### config.mk
export PLATFORM = sky130hd
export DESIGN_NAME = osrc_div_chain
export DESIGN_NICKNAME = d
export VERILOG_FILES = /design/src/design/osrc_pkg.sv /design/src/design/osrc_div_cell.sv /design/src/design/osrc_div_chain.sv
export SDC_FILE = /design/constraint.sdc
export NUM_CORES = 2
export LEC_CHECK = 0
export BUFFER_PORTS_ARGS = -buffer_cell sky130_fd_sc_hd__buf_2
export CAP_MARGIN = 20
export CORE_UTILIZATION = 25
export CTS_BUF_LIST = sky130_fd_sc_hd__clkbuf_4 sky130_fd_sc_hd__clkbuf_8
export DETAILED_ROUTE_END_ITERATION = 7
export PLACE_DENSITY = 0.4
export SYNTH_ARGS = -nofsm -noshare
export SYNTH_HDL_FRONTEND = slang
export SYNTH_HIERARCHICAL = 1
export SYNTH_SLANG_ARGS = --single-unit
### constraint.sdc
create_clock -name aclk -period 10.5 [get_ports aclk]
set_input_delay 2.1 -clock aclk [delete_from_list [all_inputs] [get_ports aclk]]
set_output_delay 2.1 -clock aclk [all_outputs]
set_load 0.05 [all_outputs]
### src/design/osrc_pkg.sv
// package with payload types and register constants of the overlay scaler calculator
package osrc_pkg;

    localparam int NumWrites = 17;
    localparam int DivSteps  = 24;

    typedef struct packed {
        logic [10:0] src_width;
        logic [9:0]  src_height;
        logic [11:0] dst_width;
        logic [11:0] dst_height;
        logic [11:0] dst_x;
        logic [11:0] dst_y;
        logic [1:0]  pixel_format;
        logic        deinterlace;
        logic [31:0] base_address;
        logic [14:0] line_pitch;
        logic [2:0]  held_command_bits;
    } osrc_in_t;

    typedef struct packed {
        logic [4:0]  register_index;
        logic [31:0] register_value;
        logic        last_write;
    } osrc_out_t;

    // restoring divider lane: dividend shifts out, quotient shifts in
    typedef struct packed {
        logic        valid;
        logic [23:0] num;
        logic [12:0] rem;
        logic [23:0] quo;
        logic [11:0] den;
    } osrc_div_t;

    localparam logic [1:0] FmtI420 = 2'd0;
    localparam logic [1:0] FmtYv12 = 2'd1;
    localparam logic [1:0] FmtYuy2 = 2'd2;
    localparam logic [1:0] FmtUyvy = 2'd3;

    localparam logic [31:0] ScaleOne  = 32'h8000_4000;
    localparam logic [31:0] Phase420  = 32'h3000_3000;
    localparam logic [31:0] VcMask    = 32'h7000_0000;
    localparam logic [31:0] VcUp      = 32'h2000_0000;
    localparam logic [31:0] VcDown    = 32'h6000_0000;
    localparam logic [31:0] VlMask    = 32'h0E00_0000;
    localparam logic [31:0] VlUp      = 32'h0400_0000;
    localparam logic [31:0] VlDown    = 32'h0C00_0000;
    localparam logic [31:0] HcMask    = 32'h01C0_0000;
    localparam logic [31:0] HcUp      = 32'h0080_0000;
    localparam logic [31:0] HcDown    = 32'h0180_0000;
    localparam logic [31:0] HlMask    = 32'h0038_0000;
    localparam logic [31:0] HlUp      = 32'h0010_0000;
    localparam logic [31:0] HlDown    = 32'h0030_0000;
    localparam logic [31:0] YAdj      = 32'h0001_0000;
    localparam logic [31:0] ByteOrder = 32'h0000_C000;
    localparam logic [31:0] YSwap     = 32'h0000_8000;
    localparam logic [31:0] FmtMask   = 32'h0000_3C00;
    localparam logic [31:0] Fmt422    = 32'h0000_2000;
    localparam logic [31:0] Fmt420    = 32'h0000_3000;
    localparam logic [31:0] FieldBit  = 32'h0000_0020;
    localparam logic [11:0] LineBufLimit = 12'd720;

endpackage

### src/design/osrc_div_cell.sv
// one restoring-division cell: a quotient bit per cycle for two lanes while not stalled
module osrc_div_cell import osrc_pkg::*; (
    input  logic      aclk,
    input  logic      aresetn,
    input  logic      stall,
    input  osrc_div_t x_in,
    input  osrc_div_t y_in,
    output osrc_div_t x_out,
    output osrc_div_t y_out
);

    osrc_div_t x_reg, y_reg, x_next, y_next;

    function automatic osrc_div_t step(osrc_div_t d);
        osrc_div_t  r;
        logic [12:0] t;
        r = d;
        t = {d.rem[11:0], d.num[23]};
        r.num = {d.num[22:0], 1'b0};
        if (t >= {1'b0, d.den}) begin
            r.rem = t - {1'b0, d.den};
            r.quo = {d.quo[22:0], 1'b1};
        end else begin
            r.rem = t;
            r.quo = {d.quo[22:0], 1'b0};
        end
        return r;
    endfunction

    // one quotient bit per lane
    always_comb begin
        x_next = step(x_in);
        y_next = step(y_in);
    end

    always_ff @(posedge aclk) begin
        if (!aresetn) begin
            x_reg.valid <= 1'b0;
            y_reg.valid <= 1'b0;
        end else if (!stall) begin
            x_reg <= x_next;
            y_reg <= y_next;
        end
    end

    assign x_out = x_reg;
    assign y_out = y_reg;

endmodule

### src/design/osrc_div_chain.sv
// chain of division cells computing both scale quotients
module osrc_div_chain import osrc_pkg::*; (
    input  logic      aclk,
    input  logic      aresetn,
    input  logic      stall,
    input  osrc_div_t x_in,
    input  osrc_div_t y_in,
    output osrc_div_t x_out,
    output osrc_div_t y_out
);

    osrc_div_t xs [DivSteps+1];
    osrc_div_t ys [DivSteps+1];

    assign xs[0] = x_in;
    assign ys[0] = y_in;

    // row of identical cells
    for (genvar g = 0; g < DivSteps; g++) begin : g_cell
        osrc_div_cell u_cell (
            .aclk(aclk), .aresetn(aresetn), .stall(stall),
            .x_in(xs[g]), .y_in(ys[g]), .x_out(xs[g+1]), .y_out(ys[g+1])
        );
    end

    assign x_out = xs[DivSteps];
    assign y_out = ys[DivSteps];

endmodule

---- Word level (Yosys, flattened, before mapping) ----
Cells that the tools add are included.
storage, ports and cells
  memories ................................ 0
  input port bits ......................... 151
  memory bits (read-only) ................. 0
  bits in registers ....................... 2860
  output and inout port bits .............. 148
  RAM bits ................................ 0
  logic and storage cells ................. 384
  latch bits .............................. 0
cells by class
  multiply operators ...................... 0
  div/mod/pow operators ................... 0
  shift-type cells ........................ 0
  $add $sub $neg .......................... 48
  order comparisons ....................... 48
  equality and inequality tests ........... 0
  multiplexer cells ....................... 48
  reductions and logical operators ........ 1
  bitwise logic cells ..................... 1
operators with widths
  operator                                                        count
  36-bit 2-to-1 mux                                               46
  13-bit by 12-bit greater-or-equal comparator with 1-bit output  48
  12-bit subtractor                                               46
  37-bit 2-to-1 mux                                               2
  13-bit by 12-bit subtractor with 13-bit output                  2
  2-bit AND reduction                                             1
  1-bit NOT                                                       1

---- Longest topological paths before layout ----
  word-level depth ........................ 2
  mapped depth ............................ 11
  gate-level depth less buffers ........... 10

---- Modules after synthesis ----
The synthesis kept the hierarchy.
by module, submodules not included
  module                                cells an instance  area each (um2)  sequential area each (um2)  times used
  osrc_div_cell (g_cell[1].u_cell ...)  382                6010.8           4364.2                      13
  osrc_div_cell (g_cell[0].u_cell ...)  377                5964.5           4364.2                      11

---- Worst setup path before layout ----
Ideal clock, no wire load.
  path type ............................... input to register
  start ................................... in stall
  end ..................................... reg g_cell[0].u_cell.x_reg (netlist bit g_cell[0].u_cell/x_out[0]) (enable)
  slack ................................... 1345 ps
  stages on the path ...................... 1
  data arrival time ....................... 8486 ps
  setup time .............................. 669 ps
  data required time ...................... 9831 ps
  buffers on the path ..................... 0
  cells stage by stage .................... nor2b_1
between the ends
  longest elaborated chain between the ends .. 2
RTL lines
  element                        line                 RTL
  from (decl)                    osrc_div_chain.sv:5  input logic stall,
  1-bit NOT (no line)            n/a
  2-bit AND reduction (no line)  n/a
  to (signal assigned)           osrc_div_cell.sv:41  x_reg <= x_next;
  to (decl)                      osrc_div_cell.sv:12  osrc_div_t x_reg, y_reg, x_next, y_next;
No other way between the ends.
A chain may end at the register's enable or synchronous reset.

==> results.md <==
- Mean area per synthesized cell: 15.03 um^2
- Slew headroom: 31.96%
- Flop pwr share: roughly 50%
- First-pass GRT wire length: ~380 mm
- YS warnings: 6
- Final count of hold timing violations: 0
- CTS sink count: 2906
- Clock Skews: 0.1127 ns
- CP endpoint kind: register
- DR vias: 65450
- RSZ-0062 raised after global routing: false
- Worst-Skew Late Latency: 1.18 ns
- HP Class: register to register
- GRT Overall Usage: 9.434%
- Die Span Y: a little over 700 um
- TritonRoute pass-1 iters: 5
- Clock transition at the registers of the reported paths: 0.06 ns
- Hold_ws: 0.3038 ns
- Core footprint: 0.4939 mm^2
- Max-cap violation count: 0
- CTS Buf Count: between 500 and 600
- Critical setup path kind: primary input to register
- Min-delay src: g_cell[8].u_cell/y_out[51]
- CP arrival: 5.00 ns
- Layout Area Growth over Synthesis: 15.75%
- Reg2Reg Setup Slack: 7.30 ns
- Combinational share of power: approximately 11%
- Full die area: 0.4990 mm^2
- Hold depth: 0
- Tcrit/Tclk final: 39.94%
- Psw: 6.867 mW
- CP Launch Type: primary input
- Iter 0 DRT Violations: 2978
- CTS root buf: clkbuf_8
- DR DRC count: 0
- Clock power share: 38.7%
- WL/cell: 15.37 um
- Setup TNS: 0 ns
- Setup violations, final: 0
- Net Sw Frac: 25.01%
- Maximum VDD drop: 0.0001089 V
- Io pins: 299
- Largest net degree at the start of global routing: 127
- R2r endpoint: g_cell[11].u_cell/y_out[36]
- Cell Rows: approximately 260
- Gpl congestion: 0.7932
- Synthesized instance count: 8252
- Worst-case hold path end point: g_cell[9].u_cell/y_out[52]
- Synthesized area: 0.1240 mm^2
- Slew @ Worst Pin: 1.019 ns
- Status: complete, no violations
- DRT Wirelength: 244.0 mm
- Initial antenna violation count: 17
- Share of layout cells above drive strength 1: 18.11%
- Worst-case clock buffer depth: 4
- H-tree levels: 6
- IO Port Bufs: 246
- Number of global-route vias before repair: 70590
- Routed vias/inst: 4.124
- Die X: between 700 and 800 um
- Dpl hpwl: around 170 mm
- Setup Buffers After CTS: 0
- Fin nets: 9746
- Max Freq: about 240 MHz
- Initial core utilization: 25.11%
- Cell internal pwr: slightly above 20 mW
- Cts hold-fix bufs: 0
- Reg2reg start: g_cell[10].u_cell/y_out[1]
- R2R cell count: 9
- Final ANT Viol Nets: 0
- Critical path peak fanout: between 60 and 70
- Max-slew violations: 0
- Worst path required time: 11.31 ns
- Cts repair resizes: 0
- Remaining global-route overflow: 0
- LEAKAGE: 52.04 nW
- Pwr Density: 191.2 mW/mm^2
- Final Critical Period: 4.194 ns
- CTS tree: yes
-- cell type report --
| type | instances | area [um^2] |
|---|---|---|
| fill | 49050 | 350300 |
| sequential | 2906 | 86780 |
| multi-input combinational | 4503 | 33640 |
| clock buffer | 742 | 9049 |
| tap | 6500 | 8133 |
| inverter | 712 | 2673 |
| timing repair buffer | 303 | 1824 |
| clock inverter | 204 | 1461 |
| antenna | 2 | 5.005 |
-- placed cells by master (no fill, tap or decap), types with 48 or more instances in the layout --
cell type,n
a211o_1,48
a21o_1,107
a21oi_1,450
a21oi_2,144
buf_2,245
clkbuf_4,186
clkbuf_8,556
clkinv_1,99
conb_1,48
dfxtp_1,48
edfxtp_1,2858
fa_1,48
ha_1,576
inv_1,712
mux2_2,71
mux2i_1,61
nand2_1,392
nand2b_1,63
nand3_1,144
nand4_1,85
nor2_1,432
nor2_2,117
nor2b_1,142
nor3_1,172
o21a_1,175
o21ai_0,280
xnor2_1,165
xor2_1,185
-- critical path, stage by stage --
cell and delay (ns):
buf_2 0.49, buf_4 0.45, nor2b_4 0.35, buf_4 0.73
buf_4 0.67
-- flip-flops by register name, summed over array words and instances (netlist names) --
register             flops
g_cell.u_cell/x_out   1453
g_cell.u_cell/y_out   1453
-- power groups by stage --
stage               Sequential (mW)  Clock (mW)  Combinational [mW]
floorplan                      14.1           0                2.37
global placement               14.0           0                3.00
detailed placement             14.0           0                3.07
CTS                            13.8        11.2                3.09
global route                   13.8        11.7                3.40
finish                         13.8        10.6                3.05
-- how the worst max path moves through the flow --
stage / startpoint / to / slack, ns / depth (start not counted)
floorplan: stall / g_cell[23].u_cell/x_out[0] / 1.35 / 1
global placement: aresetn / g_cell[14].u_cell/y_out[24] / 5.05 / 5
detailed placement: aresetn / g_cell[14].u_cell/y_out[62] / 4.97 / 5
CTS: g_cell[23].u_cell/y_out[69] / y_out[69] / 6.20 / 1
global route: aresetn / g_cell[14].u_cell/y_out[24] / 6.06 / 5
finish: aresetn / g_cell[14].u_cell/y_out[62] / 6.31 / 5
-- metrics by stage --
stage               std cells  utilization (%)  total power, mW  area [um^2]  setup WS, ns
floorplan                8276                -            16.42       124100         1.345
global placement        14920            26.94            17.03       133000         5.047
detailed placement      14920            26.94            17.10       133000         4.970
CTS                     15870            29.06            28.08       143500         6.196
global route            15870            29.07            28.90       143600         6.063
finish                  15870            29.07            27.45       143600         6.307
-- per-layer routing --
metal | part of all wire, % | vias up | track usage (%)
li1 | - | 32280 | -
met2 | 49 | 1279 | 16.89
met4 | 4.0 | 10 | 4.279
met3 | 4.2 | 659 | 1.914
met1 | 43 | 31230 | 10.80
met5 | 0.027 | - | 0
(Power assumes the default switching activity.)
